## src/hdl/sha1_hash_core_macros.svh

```systemverilog
// Assertion macros shared by the SHA-1 hash core RTL.
// Needs nothing but a clock and an active-low reset at the place of use.
`ifndef SHA1_HASH_CORE_MACROS_SVH
`define SHA1_HASH_CORE_MACROS_SVH

// The consequent must hold in the same cycle as the antecedent.
`define SHA1_ASSERT_SAME(lbl, clk, rst_n, ante, cons, msg) \
	lbl: assert property (@(posedge clk) disable iff (!rst_n) (ante) |-> (cons)) \
		else $error(msg);

// The consequent must hold in the cycle after the antecedent.
`define SHA1_ASSERT_NEXT(lbl, clk, rst_n, ante, cons, msg) \
	lbl: assert property (@(posedge clk) disable iff (!rst_n) (ante) |=> (cons)) \
		else $error(msg);

`endif

```

## src/hdl/sha1_pkg.sv

```systemverilog
// Shared types and constants of the SHA-1 hash core.
// Used by the controller, the datapath, the top level and the testbench.
package sha1_pkg;

	localparam int WORD_W     = 32;
	localparam int WORDS      = 16;
	localparam int CHAIN_N    = 5;
	localparam int FILL_W     = 6;
	localparam int LEN_W      = 64;
	localparam int ROUND_W    = 7;
	localparam int ROUNDS     = 80;

	localparam logic [FILL_W-1:0]  FILL_LAST   = 6'd63;
	localparam logic [FILL_W-1:0]  FILL_LENPOS = 6'd56;
	localparam logic [ROUND_W-1:0] ROUND_LAST  = 7'(ROUNDS - 1);
	localparam logic [ROUND_W-1:0] ROUND_F1    = 7'd20;
	localparam logic [ROUND_W-1:0] ROUND_F2    = 7'd40;
	localparam logic [ROUND_W-1:0] ROUND_F3    = 7'd60;

	localparam logic [7:0] PAD_BYTE = 8'h80;

	localparam logic [WORD_W-1:0] IV [CHAIN_N] = '{
		32'h67452301, 32'hEFCDAB89, 32'h98BADCFE, 32'h10325476, 32'hC3D2E1F0
	};

	localparam logic [WORD_W-1:0] K0 = 32'h5A827999;
	localparam logic [WORD_W-1:0] K1 = 32'h6ED9EBA1;
	localparam logic [WORD_W-1:0] K2 = 32'h8F1BBCDC;
	localparam logic [WORD_W-1:0] K3 = 32'hCA62C1D6;

	typedef enum logic [2:0] {
		ST_IDLE,
		ST_PAD_MARK,
		ST_PAD_ZERO,
		ST_PAD_LEN,
		ST_ROUND,
		ST_ADD,
		ST_DONE
	} state_t;

	typedef enum logic [1:0] {
		SEL_INPUT,
		SEL_MARK,
		SEL_ZERO,
		SEL_LEN
	} byte_sel_t;

	typedef enum logic [1:0] {
		FN_CHOOSE,
		FN_PARITY_A,
		FN_MAJORITY,
		FN_PARITY_B
	} round_fn_t;

	typedef struct packed {
		logic      shift_en;
		byte_sel_t byte_sel;
		logic      count_en;
		logic      len_load;
		logic      round_en;
		round_fn_t round_fn;
		logic      add_en;
		logic      restart;
		logic      out_load;
	} cmd_t;

	typedef struct packed {
		logic fill_last;
		logic fill_len;
		logic fill_zero;
	} status_t;

endpackage

```

## src/hdl/sha1_if.sv

```systemverilog
// Valid/ready channel interfaces of the SHA-1 hash core: message items in,
// digest items out. Depends on nothing but the SystemVerilog language.
interface sha1_in_if;
	logic       valid;
	logic       ready;
	logic [7:0] data_byte;
	logic       byte_present;
	logic       end_of_message;

	modport source (output valid, data_byte, byte_present, end_of_message, input ready);
	modport sink (input valid, data_byte, byte_present, end_of_message, output ready);
endinterface

interface sha1_out_if;
	logic        valid;
	logic        ready;
	logic [31:0] digest_word0;
	logic [31:0] digest_word1;
	logic [31:0] digest_word2;
	logic [31:0] digest_word3;
	logic [31:0] digest_word4;

	modport source (output valid, digest_word0, digest_word1, digest_word2, digest_word3,
		digest_word4, input ready);
	modport sink (input valid, digest_word0, digest_word1, digest_word2, digest_word3,
		digest_word4, output ready);
endinterface

```

## src/hdl/sha1_ctrl.sv

```systemverilog
// Controller of the SHA-1 hash core: sequences byte intake, padding, rounds
// and digest hand-off. Depends on sha1_pkg and sha1_hash_core_macros.svh.
`include "sha1_hash_core_macros.svh"

module sha1_ctrl (
	input  logic                 clk,
	input  logic                 arst_n,
	input  logic                 in_valid,
	input  logic                 in_present,
	input  logic                 in_end,
	output logic                 in_ready,
	output logic                 out_valid,
	input  logic                 out_ready,
	input  sha1_pkg::status_t    status,
	output sha1_pkg::cmd_t       cmd
);

	sha1_pkg::state_t state_q, state_d;
	sha1_pkg::state_t ret_q, ret_d;
	logic [sha1_pkg::ROUND_W-1:0] round_q;
	logic out_valid_q;
	logic accept;
	logic out_free;

	assign in_ready  = (state_q == sha1_pkg::ST_IDLE);
	assign accept    = in_valid && in_ready;
	assign out_free  = !out_valid_q || out_ready;
	assign out_valid = out_valid_q;

	always_ff @(posedge clk or negedge arst_n) begin
		if (!arst_n) begin
			state_q     <= sha1_pkg::ST_IDLE;
			ret_q       <= sha1_pkg::ST_IDLE;
			round_q     <= '0;
			out_valid_q <= 1'b0;
		end else begin
			state_q <= state_d;
			ret_q   <= ret_d;
			if (state_q == sha1_pkg::ST_ROUND) begin
				round_q <= round_q + 1'b1;
			end else begin
				round_q <= '0;
			end
			if (cmd.out_load) begin
				out_valid_q <= 1'b1;
			end else if (out_ready) begin
				out_valid_q <= 1'b0;
			end
		end
	end

	// Every compression returns through ret_q to wherever the message stood.
	always_comb begin
		state_d = state_q;
		ret_d   = ret_q;
		case (state_q)
			sha1_pkg::ST_IDLE: begin
				if (accept && in_present && status.fill_last) begin
					state_d = sha1_pkg::ST_ROUND;
					ret_d   = in_end ? sha1_pkg::ST_PAD_MARK : sha1_pkg::ST_IDLE;
				end else if (accept && in_end) begin
					state_d = sha1_pkg::ST_PAD_MARK;
				end
			end
			sha1_pkg::ST_PAD_MARK: begin
				if (status.fill_last) begin
					state_d = sha1_pkg::ST_ROUND;
					ret_d   = sha1_pkg::ST_PAD_ZERO;
				end else begin
					state_d = sha1_pkg::ST_PAD_ZERO;
				end
			end
			sha1_pkg::ST_PAD_ZERO: begin
				if (status.fill_len) begin
					state_d = sha1_pkg::ST_PAD_LEN;
				end else if (status.fill_last) begin
					state_d = sha1_pkg::ST_ROUND;
					ret_d   = sha1_pkg::ST_PAD_ZERO;
				end
			end
			sha1_pkg::ST_PAD_LEN: begin
				if (status.fill_last) begin
					state_d = sha1_pkg::ST_ROUND;
					ret_d   = sha1_pkg::ST_DONE;
				end
			end
			sha1_pkg::ST_ROUND: begin
				if (round_q == sha1_pkg::ROUND_LAST) begin
					state_d = sha1_pkg::ST_ADD;
				end
			end
			sha1_pkg::ST_ADD: begin
				state_d = ret_q;
			end
			sha1_pkg::ST_DONE: begin
				if (out_free) begin
					state_d = sha1_pkg::ST_IDLE;
				end
			end
			default: begin
				state_d = sha1_pkg::ST_IDLE;
			end
		endcase
	end

	always_comb begin
		cmd = '0;
		cmd.byte_sel = sha1_pkg::SEL_INPUT;
		cmd.round_fn = sha1_pkg::FN_CHOOSE;
		case (state_q)
			sha1_pkg::ST_IDLE: begin
				cmd.shift_en = accept && in_present;
				cmd.count_en = accept && in_present;
			end
			sha1_pkg::ST_PAD_MARK: begin
				cmd.shift_en = 1'b1;
				cmd.byte_sel = sha1_pkg::SEL_MARK;
				cmd.len_load = 1'b1;
			end
			sha1_pkg::ST_PAD_ZERO: begin
				cmd.shift_en = !status.fill_len;
				cmd.byte_sel = sha1_pkg::SEL_ZERO;
			end
			sha1_pkg::ST_PAD_LEN: begin
				cmd.shift_en = 1'b1;
				cmd.byte_sel = sha1_pkg::SEL_LEN;
			end
			sha1_pkg::ST_ROUND: begin
				cmd.round_en = 1'b1;
				if (round_q < sha1_pkg::ROUND_F1) begin
					cmd.round_fn = sha1_pkg::FN_CHOOSE;
				end else if (round_q < sha1_pkg::ROUND_F2) begin
					cmd.round_fn = sha1_pkg::FN_PARITY_A;
				end else if (round_q < sha1_pkg::ROUND_F3) begin
					cmd.round_fn = sha1_pkg::FN_MAJORITY;
				end else begin
					cmd.round_fn = sha1_pkg::FN_PARITY_B;
				end
			end
			sha1_pkg::ST_ADD: begin
				cmd.add_en = 1'b1;
			end
			sha1_pkg::ST_DONE: begin
				cmd.out_load = out_free;
				cmd.restart  = out_free;
			end
			default: begin
				cmd.shift_en = 1'b0;
			end
		endcase
	end

	`SHA1_ASSERT_SAME(a_round_bound, clk, arst_n, state_q == sha1_pkg::ST_ROUND,
		round_q <= sha1_pkg::ROUND_LAST, "round counter ran past the last round")
	`SHA1_ASSERT_SAME(a_block_empty, clk, arst_n,
		state_q == sha1_pkg::ST_ROUND || state_q == sha1_pkg::ST_ADD,
		status.fill_zero, "compression started on a partly filled block")
	`SHA1_ASSERT_NEXT(a_digest_src, clk, arst_n, cmd.out_load,
		out_valid_q && state_q == sha1_pkg::ST_IDLE, "digest item not presented after load")

endmodule

```

## src/hdl/sha1_dp.sv

```systemverilog
// Datapath of the SHA-1 hash core: message schedule window, round logic,
// chaining words, bit counter and digest register. Depends on sha1_pkg.
module sha1_dp (
	input  logic                  clk,
	input  logic                  arst_n,
	input  logic [7:0]            data_byte,
	input  sha1_pkg::cmd_t        cmd,
	output sha1_pkg::status_t     status,
	output logic [31:0]           digest [sha1_pkg::CHAIN_N]
);

	localparam int WIN_W = sha1_pkg::WORDS * sha1_pkg::WORD_W;

	// Window word 15 holds w[t], word 0 holds w[t+15]; bytes enter at the bottom.
	logic [sha1_pkg::WORDS-1:0][sha1_pkg::WORD_W-1:0] win_q;
	logic [sha1_pkg::WORD_W-1:0] chain_q [sha1_pkg::CHAIN_N];
	logic [sha1_pkg::WORD_W-1:0] a_q, b_q, c_q, d_q, e_q;
	logic [sha1_pkg::WORD_W-1:0] digest_q [sha1_pkg::CHAIN_N];
	logic [sha1_pkg::FILL_W-1:0] fill_q;
	logic [sha1_pkg::LEN_W-1:0]  bitcnt_q;
	logic [sha1_pkg::LEN_W-1:0]  len_q;

	logic [7:0] byte_in;
	logic [sha1_pkg::WORD_W-1:0] w_mix, w_new, f_val, k_val, t_val;

	always_comb begin
		case (cmd.byte_sel)
			sha1_pkg::SEL_INPUT: byte_in = data_byte;
			sha1_pkg::SEL_MARK:  byte_in = sha1_pkg::PAD_BYTE;
			sha1_pkg::SEL_ZERO:  byte_in = 8'h00;
			sha1_pkg::SEL_LEN:   byte_in = len_q[sha1_pkg::LEN_W-1 -: 8];
			default:             byte_in = 8'h00;
		endcase
	end

	assign w_mix = win_q[2] ^ win_q[7] ^ win_q[13] ^ win_q[15];
	assign w_new = {w_mix[30:0], w_mix[31]};

	always_comb begin
		case (cmd.round_fn)
			sha1_pkg::FN_CHOOSE: begin
				f_val = (b_q & c_q) | (~b_q & d_q);
				k_val = sha1_pkg::K0;
			end
			sha1_pkg::FN_PARITY_A: begin
				f_val = b_q ^ c_q ^ d_q;
				k_val = sha1_pkg::K1;
			end
			sha1_pkg::FN_MAJORITY: begin
				f_val = (b_q & c_q) | (b_q & d_q) | (c_q & d_q);
				k_val = sha1_pkg::K2;
			end
			sha1_pkg::FN_PARITY_B: begin
				f_val = b_q ^ c_q ^ d_q;
				k_val = sha1_pkg::K3;
			end
			default: begin
				f_val = b_q ^ c_q ^ d_q;
				k_val = sha1_pkg::K3;
			end
		endcase
	end

	assign t_val = {a_q[26:0], a_q[31:27]} + f_val + e_q + k_val + win_q[15];

	always_ff @(posedge clk) begin
		if (cmd.shift_en) begin
			win_q <= (win_q << 8) | {{(WIN_W - 8){1'b0}}, byte_in};
		end else if (cmd.round_en) begin
			win_q <= {win_q[sha1_pkg::WORDS-2:0], w_new};
		end
		if (cmd.len_load) begin
			len_q <= bitcnt_q;
		end else if (cmd.shift_en && cmd.byte_sel == sha1_pkg::SEL_LEN) begin
			len_q <= len_q << 8;
		end
		if (cmd.out_load) begin
			digest_q <= chain_q;
		end
	end

	// The working words always equal the chain outside a compression.
	always_ff @(posedge clk or negedge arst_n) begin
		if (!arst_n) begin
			chain_q  <= sha1_pkg::IV;
			a_q      <= sha1_pkg::IV[0];
			b_q      <= sha1_pkg::IV[1];
			c_q      <= sha1_pkg::IV[2];
			d_q      <= sha1_pkg::IV[3];
			e_q      <= sha1_pkg::IV[4];
			fill_q   <= '0;
			bitcnt_q <= '0;
		end else begin
			if (cmd.shift_en) begin
				fill_q <= fill_q + 1'b1;
			end
			if (cmd.restart) begin
				bitcnt_q <= '0;
			end else if (cmd.count_en) begin
				bitcnt_q <= bitcnt_q + sha1_pkg::LEN_W'(8);
			end
			if (cmd.restart) begin
				chain_q <= sha1_pkg::IV;
				a_q     <= sha1_pkg::IV[0];
				b_q     <= sha1_pkg::IV[1];
				c_q     <= sha1_pkg::IV[2];
				d_q     <= sha1_pkg::IV[3];
				e_q     <= sha1_pkg::IV[4];
			end else if (cmd.add_en) begin
				chain_q[0] <= chain_q[0] + a_q;
				chain_q[1] <= chain_q[1] + b_q;
				chain_q[2] <= chain_q[2] + c_q;
				chain_q[3] <= chain_q[3] + d_q;
				chain_q[4] <= chain_q[4] + e_q;
				a_q <= chain_q[0] + a_q;
				b_q <= chain_q[1] + b_q;
				c_q <= chain_q[2] + c_q;
				d_q <= chain_q[3] + d_q;
				e_q <= chain_q[4] + e_q;
			end else if (cmd.round_en) begin
				a_q <= t_val;
				b_q <= a_q;
				c_q <= {b_q[1:0], b_q[31:2]};
				d_q <= c_q;
				e_q <= d_q;
			end
		end
	end

	assign status.fill_last = (fill_q == sha1_pkg::FILL_LAST);
	assign status.fill_len  = (fill_q == sha1_pkg::FILL_LENPOS);
	assign status.fill_zero = (fill_q == '0);
	assign digest = digest_q;

endmodule

```

## src/hdl/sha1_hash_core.sv

```systemverilog
// Top level of the SHA-1 hash core: joins controller and datapath to the
// item channels. Depends on sha1_pkg, sha1_if, sha1_ctrl and sha1_dp.
//
// msg_in carries one message item per handshake: a byte with its present
// flag and an end-of-message flag. digest_out carries one item, five 32-bit
// words H0..H4, for each item that ends a message.
// Byte items are taken one per cycle until a block of 64 is full; the block
// then runs 80 rounds, one per cycle, and is folded into the chain, while
// msg_in is held off. After an end item msg_in is also held off while the
// core pads one byte per cycle, pausing while a full block is compressed:
// a mark byte, zero bytes up to byte 56 of the block, then the 64-bit bit
// count, most significant byte first. When the mark leaves no room for the
// count, zeros fill out that block and the count goes into the next one;
// an end item that itself completes a block has that block compressed first.
// The digest waits in an output register; while it waits, msg_in keeps
// taking items, and the core stalls only when a further digest is ready
// before the first is taken. Reset returns the chain to the initial hash
// values and empties the block; no clearing pass is needed.
module sha1_hash_core (
	input  logic       clk,
	input  logic       arst_n,
	sha1_in_if.sink    msg_in,
	sha1_out_if.source digest_out
);

	sha1_pkg::cmd_t    cmd;
	sha1_pkg::status_t status;
	logic [31:0]       digest [sha1_pkg::CHAIN_N];

	sha1_ctrl u_ctrl (
		.clk        (clk),
		.arst_n     (arst_n),
		.in_valid   (msg_in.valid),
		.in_present (msg_in.byte_present),
		.in_end     (msg_in.end_of_message),
		.in_ready   (msg_in.ready),
		.out_valid  (digest_out.valid),
		.out_ready  (digest_out.ready),
		.status     (status),
		.cmd        (cmd)
	);

	sha1_dp u_dp (
		.clk       (clk),
		.arst_n    (arst_n),
		.data_byte (msg_in.data_byte),
		.cmd       (cmd),
		.status    (status),
		.digest    (digest)
	);

	assign digest_out.digest_word0 = digest[0];
	assign digest_out.digest_word1 = digest[1];
	assign digest_out.digest_word2 = digest[2];
	assign digest_out.digest_word3 = digest[3];
	assign digest_out.digest_word4 = digest[4];

endmodule

```

## src/flat_wrapper.sv

```systemverilog
// flat-port wrapper written by rule: the top's interface ports become plain ports
module sha1_hash_core_flat 
  (clk, arst_n, msg_in_valid, msg_in_data_byte, msg_in_byte_present, msg_in_end_of_message, msg_in_ready, digest_out_valid, digest_out_digest_word0, digest_out_digest_word1, digest_out_digest_word2, digest_out_digest_word3, digest_out_digest_word4, digest_out_ready);
  sha1_in_if msg_in_i ();
  sha1_out_if digest_out_i ();
  input  logic clk;
  input  logic arst_n;
  input wire logic [$bits(msg_in_i.valid)-1:0] msg_in_valid;
  input wire logic [$bits(msg_in_i.data_byte)-1:0] msg_in_data_byte;
  input wire logic [$bits(msg_in_i.byte_present)-1:0] msg_in_byte_present;
  input wire logic [$bits(msg_in_i.end_of_message)-1:0] msg_in_end_of_message;
  output wire logic [$bits(msg_in_i.ready)-1:0] msg_in_ready;
  output wire logic [$bits(digest_out_i.valid)-1:0] digest_out_valid;
  output wire logic [$bits(digest_out_i.digest_word0)-1:0] digest_out_digest_word0;
  output wire logic [$bits(digest_out_i.digest_word1)-1:0] digest_out_digest_word1;
  output wire logic [$bits(digest_out_i.digest_word2)-1:0] digest_out_digest_word2;
  output wire logic [$bits(digest_out_i.digest_word3)-1:0] digest_out_digest_word3;
  output wire logic [$bits(digest_out_i.digest_word4)-1:0] digest_out_digest_word4;
  input wire logic [$bits(digest_out_i.ready)-1:0] digest_out_ready;
  assign msg_in_i.valid = msg_in_valid;
  assign msg_in_i.data_byte = msg_in_data_byte;
  assign msg_in_i.byte_present = msg_in_byte_present;
  assign msg_in_i.end_of_message = msg_in_end_of_message;
  assign msg_in_ready = msg_in_i.ready;
  assign digest_out_valid = digest_out_i.valid;
  assign digest_out_digest_word0 = digest_out_i.digest_word0;
  assign digest_out_digest_word1 = digest_out_i.digest_word1;
  assign digest_out_digest_word2 = digest_out_i.digest_word2;
  assign digest_out_digest_word3 = digest_out_i.digest_word3;
  assign digest_out_digest_word4 = digest_out_i.digest_word4;
  assign digest_out_i.ready = digest_out_ready;
  sha1_hash_core u_core (.clk(clk), .arst_n(arst_n), .msg_in(msg_in_i), .digest_out(digest_out_i));
endmodule
```

## config.mk

```make
export PLATFORM = sky130hd
export DESIGN_NAME = sha1_hash_core_flat
export DESIGN_NICKNAME = d
export VERILOG_FILES = /design/src/hdl/sha1_pkg.sv /design/src/hdl/sha1_if.sv /design/src/hdl/sha1_ctrl.sv /design/src/hdl/sha1_dp.sv /design/src/hdl/sha1_hash_core.sv /design/src/flat_wrapper.sv
export VERILOG_INCLUDE_DIRS = /design/src /design/src/hdl
export SDC_FILE = /design/constraint.sdc
export NUM_CORES = 2
export LEC_CHECK = 0
export BUFFER_PORTS_ARGS = -buffer_cell sky130_fd_sc_hd__clkbuf_2
export CAP_MARGIN = 40
export CORE_ASPECT_RATIO = 1.2
export CORE_MARGIN = 2
export CORE_UTILIZATION = 65
export DETAILED_ROUTE_END_ITERATION = 8
export PLACE_DENSITY = 0.83
export REMOVE_ABC_BUFFERS = 1
export SLEW_MARGIN = 15
export SYNTH_ARGS = -nofsm -noshare
export SYNTH_HDL_FRONTEND = slang
export SYNTH_SLANG_ARGS = --single-unit
```

## constraint.sdc

```tcl
create_clock -name clk -period 31.8 [get_ports clk]
set_input_delay 4.77 -clock clk [delete_from_list [all_inputs] [get_ports clk]]
set_output_delay 4.77 -clock clk [all_outputs]
set_load 0.01 [all_outputs]
```

# Yosys cells after proc, flatten, opt, wreduce, memory -nomap -nowiden
# Cells that the tools add are included.
[word_totals]
reg_bits = 1140
in_bits = 14
out_inout_bits = 162
elab_cells = 163
[classes]
addsub = 12
magnitude_cmp = 3
eq_ne = 21
n_mux = 53
bitwise = 14
reduce_logical = 22
[op_table]
columns = ["op", "n"]
rows = [
  ["2-to-1 mux 512 bit", 2],
  ["OR 512 x 8 -> 512 bit", 1],
  ["2-to-1 mux 32 bit", 15],
  ["2-to-1 mux 160 bit", 2],
  ["adder 32 bit", 9],
  ["2-to-1 mux 64 bit", 4],
  ["XOR 32 bit", 5],
  ["AND 32 bit", 4],
  ["case mux 32 bit (4 select lines)", 1],
  ["OR 32 bit", 3],
  ["case mux 32 bit (3 select lines)", 1],
  ["adder 64 x 4 -> 64 bit (second input constant)", 1],
  ["2-to-1 mux 3 bit", 12],
  ["NOT 32 bit", 1],
  ["case mux 8 bit (4 select lines)", 1],
  ["case mux 3 bit (7 select lines)", 1],
  ["less-than comparator 7 x 6 -> 1 bit (second input constant)", 2],
  ["equality test 6 bit (second input constant)", 2],
  ["case mux 3 bit (4 select lines)", 1],
  ["nonzero test 2 bit", 5],
  ["equality test 3 bit (second input constant)", 3],
  ["equality test 2 bit (second input constant)", 4],
  ["adder 7 x 1 -> 7 bit (second input constant)", 1],
  ["equality test 7 bit (second input constant)", 1],
  ["23 further kinds", 43],
]

# Depth between registers and ports, before layout
[logic_depth]
ltp_word = 15
ltp_mapped = 27
ltp_nobuf = 25

# Cells and area by module
# Synthesis repeated with hierarchy kept, for this count alone.
[unflattened]
cells_unflattened = 4959
area_unflattened_um2 = 60530.6
[modules_own_cells]
columns = ["module", "instances", "cells_per_inst", "area_per_inst_um2", "seq_area_each_um2"]
rows = [
  ["sha1_dp", 1, 4868, 59704.8, 31895.6],
  ["sha1_ctrl", 1, 91, 825.8, 350.3],
]

# Least setup slack after synthesis
# OpenSTA, ideal clock, no wires.
[synth_timing]
path_type = "input port to flip-flop"
start = "in msg_in_valid"
end = "reg u_core.u_dp.win_q[0] (netlist name) (enable)"
setup_ns = 3.633
arrival_time_ns = 14.269
required_time_ns = 28.167
setup_slack_ns = 13.899
cell_stages = 7
n_path_buf = 3
cell_sequence = "and2_1 and2_1 clkbuf_1 nor2_1 clkbuf_1 clkbuf_1 nand2_1"
[synth_between]
elab_chain_cells = 4
[synth_lines]
columns = ["element", "line", "source"]
rows = [
  ["start, declared", "flat_wrapper.sv:8", "input wire logic [$bits(msg_in_i.valid)-1:0] msg_in_valid;"],
  ["logical AND 1 bit", "sha1_ctrl.sv:26", "assign accept = in_valid && in_ready;"],
  ["logical AND 1 bit", "sha1_ctrl.sv:112", "cmd.shift_en = accept && in_present;"],
  ["case mux 1 bit (3 select lines)", "sha1_ctrl.sv:110", "case (state_q)"],
  ["nonzero test 2 bit (no source line)", "--", ""],
  ["end signal, assigned", "sha1_dp.sv:68", "win_q <= (win_q << 8) | {{(WIN_W - 8){1'b0}}, byte_in};"],
  ["end signal, assigned", "sha1_dp.sv:70", "win_q <= {win_q[sha1_pkg::WORDS-2:0], w_new};"],
  ["end, declared", "sha1_dp.sv:15", "logic [sha1_pkg::WORDS-1:0][sha1_pkg::WORD_W-1:0] win_q;"],
]
# Every way passes these cells.
# A chain may end at the register's enable or synchronous reset.

# Final worst setup path
[layout_timing]
start = "reg u_core.u_ctrl.state_q[2]"
end = "reg u_core.u_dp.a_q[29] (netlist name)"
[layout_between]
elab_chain_cells = 12
word_cells_on_any_way = 21
classes_between = "4 x add/sub; 6 x eq/ne; 8 x mux; 3 x reduce/logical"
[layout_lines]
columns = ["element", "line", "source"]
rows = [
  ["start, declared", "sha1_ctrl.sv:18", "sha1_pkg::state_t state_q, state_d;"],
  ["start signal, assigned", "sha1_ctrl.sv:32", "state_q <= sha1_pkg::ST_IDLE;"],
  ["start signal, assigned", "sha1_ctrl.sv:37", "state_q <= state_d;"],
  ["equality test 3 bit", "sha1_ctrl.sv:110", ""],
  ["2-to-1 mux 3 bit", "sha1_ctrl.sv:110", ""],
  ["equality test 2 bit / equality test 2 x 1 -> 1 bit (equally long branches)", "sha1_dp.sv:40", "case (cmd.round_fn)"],
  ["OR reduction 2 bit (no source line)", "--", ""],
  ["case mux 32 bit (3 select lines)", "sha1_dp.sv:40", ""],
  ["adder 32 bit (4 in a row)", "sha1_dp.sv:64", "assign t_val = {a_q[26:0], a_q[31:27]} + f_val + e_q + k_val + win_q[15];"],
  ["2-to-1 mux 32 bit", "sha1_dp.sv:120", "end else if (cmd.round_en) begin"],
  ["2-to-1 mux 32 bit", "sha1_dp.sv:109", "end else if (cmd.add_en) begin"],
  ["2-to-1 mux 32 bit", "sha1_dp.sv:102", "if (cmd.restart) begin"],
  ["end signal, assigned", "sha1_dp.sv:104", "a_q <= sha1_pkg::IV[0];"],
  ["end signal, assigned", "sha1_dp.sv:115", "a_q <= chain_q[0] + a_q;"],
  ["end signal, assigned", "sha1_dp.sv:121", "a_q <= t_val;"],
  ["end, declared", "sha1_dp.sv:17", "logic [sha1_pkg::WORD_W-1:0] a_q, b_q, c_q, d_q, e_q;"],
]
# Several ways; a longest one is shown, not always the timed one. The select of a mux whose other input is x is not followed.

==> impl_metrics.yaml <==
pwr:
  internal-power_mw: 2.35
  p_comb_frac: 0.004
  p_per_area_nw_per_um2: 44.7
  ir_drop_uv: 45.8
  leakage_nw: 27.9
  switching_share: 0.205
  p_seq_frac: 0.527
  p_switching_uw: 606
  pwr-share-clk: 0.468
synthesis:
  yosys_most_used_dff: "edfxtp_1"
  synth_common_cells: "nand2_1 (1870), edfxtp_1 (733), a21oi_1 (340), nor2_1 (293), clkbuf_1 (256)"
  syn_area_um2: 59900
  synth.top_cell.area_share: 0.368
  async_flop_share: 0.354
  synth_cell_types: 91
  yosys.cell_count.top_type: "nand2_1"
  syn_avg_cell_area_um2: 10.1
  synth_area_leaders: "edfxtp_1 (37%), nand2_1 (12%), dfrtp_1 (10%)"
  ys_ff_latch: 1134
  synth_top_family_by_area: "simple AND/OR/NAND/NOR gates"
  synth_compound_area_frac: 0.111
  ys_warn_count: 0
  synth_largest_area_cell: "edfxtp_1"
  synthSimpleGateAreaFrac: 0.167
  synthXorXnorAreaFrac: 0.0483
  netlist_instances: 5903
  synthMuxAreaShare: 0.0212
  synth_fa_ha_area_frac: 0.0840
  synth_enable_flop_cells: 733
  synth_seq_area_share: 0.539
clock_tree:
  cts_root_buf: "clkbuf_16"
  cts.sinks: 1134
  htreeDepth: 3
  clk_pin_slew_ns: 0.07
  ctsResizeCount: 0
  cts_setup_buffers: 0
  cts_buffer_depth: 3
  numCtsBuffers: 109
  hold_buffers: 0
  clk_latency_ns: 0.73
  cts_tree: "done"
setup_path:
  worstSetupStartpoint: "u_core.u_ctrl.state_q[2]$_DFFE_PN0P_"
  startpoint_type: "flip-flop"
  cp-end-kind: "flip-flop"
  r2r_cells: 28
  worstPathMaxFanout: 32
  endpoint: "u_core.u_dp.a_q[29]$_DFFE_PN1P_"
  r2r_setup_slack_ns: 23.83
  r2r_start: "u_core.u_ctrl.state_q[2]$_DFFE_PN0P_"
  critical_path_class: "flip-flop to flip-flop"
  crit_top_cell: "buf_4"
  rr_endpoint: "u_core.u_dp.a_q[29]$_DFFE_PN1P_"
  slowest_delay_ns: 0.73
  cp.required_ns: 32.39
  cpMaxStageDelayCell: "dfrtp_1"
  arrival_ns: 8.56
finish:
  design_area_um2: 66000
  nets: 6311
  n_antenna_cell: 0
  fin_cells: 7296
  syn_to_final_growth_pct: 10.3
  drive_gt1_frac: 0.116
  num-fill-cells: 6157
sta:
  hold_viol_final: 0
  tightest_slew_ns: 1.06
  finalClockSkew_ns: 0.0362
  maxSlewViolCount: 0
  timing.slew.headroom: 0.297
  max_freq_mhz: 126
  post-route-period-util: 0.251
  timing.final.crit_period_ns: 7.97
  grt_setup_unrepaired: "false"
  tns_ns: 0
  fin_ws_ns: 23.83
  hold_slack_ns: 0.471
  setup-violations-final: 0
grt:
  grt_start_max_net_pins: 198
  grt_pass1_vias: 43800
  grt-ovfl-total: 0
  grt_pass1_wl_mm: 237
  grt_usage: 0.322
  antenna_found_initial: 0
status:
  status: "finished, violations left"
  failed_checks: "DRC"
die:
  rows: 121
  initial_utilization: 0.658
  core-area_um2: 91000
  die_w_um: 281
  fp.dieH_um: 336
  ioPinCount: 176
  die-area_um2: 94500
placed_design:
  dp.cells: 7085
  globalplace.congestion: 0.978
  hpwl_mm: 101
  post-place-ws_ns: 23.45
  dpl-instance-area_um2: 62100
  numPortBuffers: 175
flow_run:
  drv_cap: 0
route:
  drt_iter0_drc: 4659
  drc: 1
  vias_per_cell: 6.10
  wl_per_cell_um: 20.8
  drtPass1Iterations: 7
  dr_total_vias: 44500
  ant_nets: 0
  wirelength_mm: 152
worst_hold_path:
  min_path_type: "flip-flop to flip-flop"
==> kinds of logic after synthesis <==
logic type / after synthesis
flops: 1134
fa+ha+maj: 327
mux: 117
compound gates: 1055
buf+inv: 464
xor+xnor: 330
simple gates: 2476
==> state kept, by name, summed over array words and instances, names as in the netlist, 3 cells and up <==
register,count
u_core.u_dp.win_q,512
u_core.u_dp.chain_q,160
u_core.u_dp.digest,160
u_core.u_dp.bitcnt_q,61
u_core.u_dp.len_q,61
u_core.u_dp.a_q,32
u_core.u_dp.b_q,32
u_core.u_dp.c_q,32
u_core.u_dp.d_q,32
u_core.u_dp.e_q,32
u_core.u_ctrl.round_q,7
u_core.u_dp.fill_q,6
u_core.u_ctrl.ret_q,3
u_core.u_ctrl.state_q,3
==> power by group through the flow <==
stage | Clock (mW) | Combinational (mW) | Sequential (mW)
after CTS | 1.39 | 0.0138 | 1.56
after global placement | 0 | 0.0129 | 1.59
after detailed placement | 0 | 0.0138 | 1.59
final | 1.38 | 0.0132 | 1.56
after global routing | 1.44 | 0.0152 | 1.56
after floorplan | 0 | 0.000202 | 1.59
==> how the worst min path moves through the flow <==
stage,from,end,slack [ns],depth (start not counted)
floorplan,u_core.u_ctrl.round_q[0]$_DFF_PN0_,u_core.u_ctrl.round_q[0]$_DFF_PN0_,0.43,1
finish,u_core.u_ctrl.round_q[0]$_DFF_PN0_,u_core.u_ctrl.round_q[0]$_DFF_PN0_,0.47,1
global placement,u_core.u_ctrl.round_q[0]$_DFF_PN0_,u_core.u_ctrl.round_q[0]$_DFF_PN0_,0.45,1
global route,u_core.u_ctrl.round_q[0]$_DFF_PN0_,u_core.u_ctrl.round_q[0]$_DFF_PN0_,0.48,1
CTS,u_core.u_ctrl.round_q[0]$_DFF_PN0_,u_core.u_ctrl.round_q[0]$_DFF_PN0_,0.47,1
detailed placement,u_core.u_ctrl.round_q[0]$_DFF_PN0_,u_core.u_ctrl.round_q[0]$_DFF_PN0_,0.46,1
==> routing by layer <==
| layer | vias up | global-route usage | share of wire |
|---|---|---|---|
| li1 | 20500 | - | - |
| met1 | 21700 | 0.407 | 0.38 |
| met2 | 1873 | 0.532 | 0.48 |
| met3 | 438 | 0.0464 | 0.076 |
| met4 | 0 | 0.186 | 0.061 |
| met5 | - | 0 | 0 |
==> worst max-delay path: cells and delay by family, from the launching register on <==
family	cells	cell delay (ns)
AO/OA/AOI/OAI	12	2.85
adder cells (fa/ha/maj)	5	2.14
buffers and inverters	7	1.57
flip-flops	1	0.73
AND/OR/NAND/NOR	4	0.53
==> metrics by stage <==
| step | total power [mW] | utilization |
|---|---|---|
| after global routing | 3.02 | 0.726 |
| after global placement | 1.60 | 0.678 |
| after floorplan | 1.59 | - |
| final | 2.95 | 0.726 |
| after CTS | 2.96 | 0.724 |
| after detailed placement | 1.60 | 0.682 |
==> cell usage in the layout (no fill, tap or decap), types with 109 or more instances in the layout <==
master	Yosys	routed
fa_1	125	125
xnor2_1	228	228
inv_1	182	180
o21ai_0	243	242
nor2_1	293	289
nand2_1	1870	1867
clkbuf_16	0	109
a21oi_1	340	339
ha_1	201	201
dfrtp_1	241	240
clkbuf_2	0	174
edfxtp_1	733	733
dfstp_2	160	160
==> area by class of cell <==
type	instances	area (um^2)	share of cell area
Tap cell	1230	1540	0.0233
Sequential cell	1134	32200	0.488
Timing Repair Buffer	238	1780	0.0269
Inverter	183	694	0.0105
Multi-Input combinational cell	4305	25900	0.393
Clock inverter	69	868	0.0132
Clock buffer	137	2950	0.0447
Note: power is estimated with default switching activity, not from simulation.
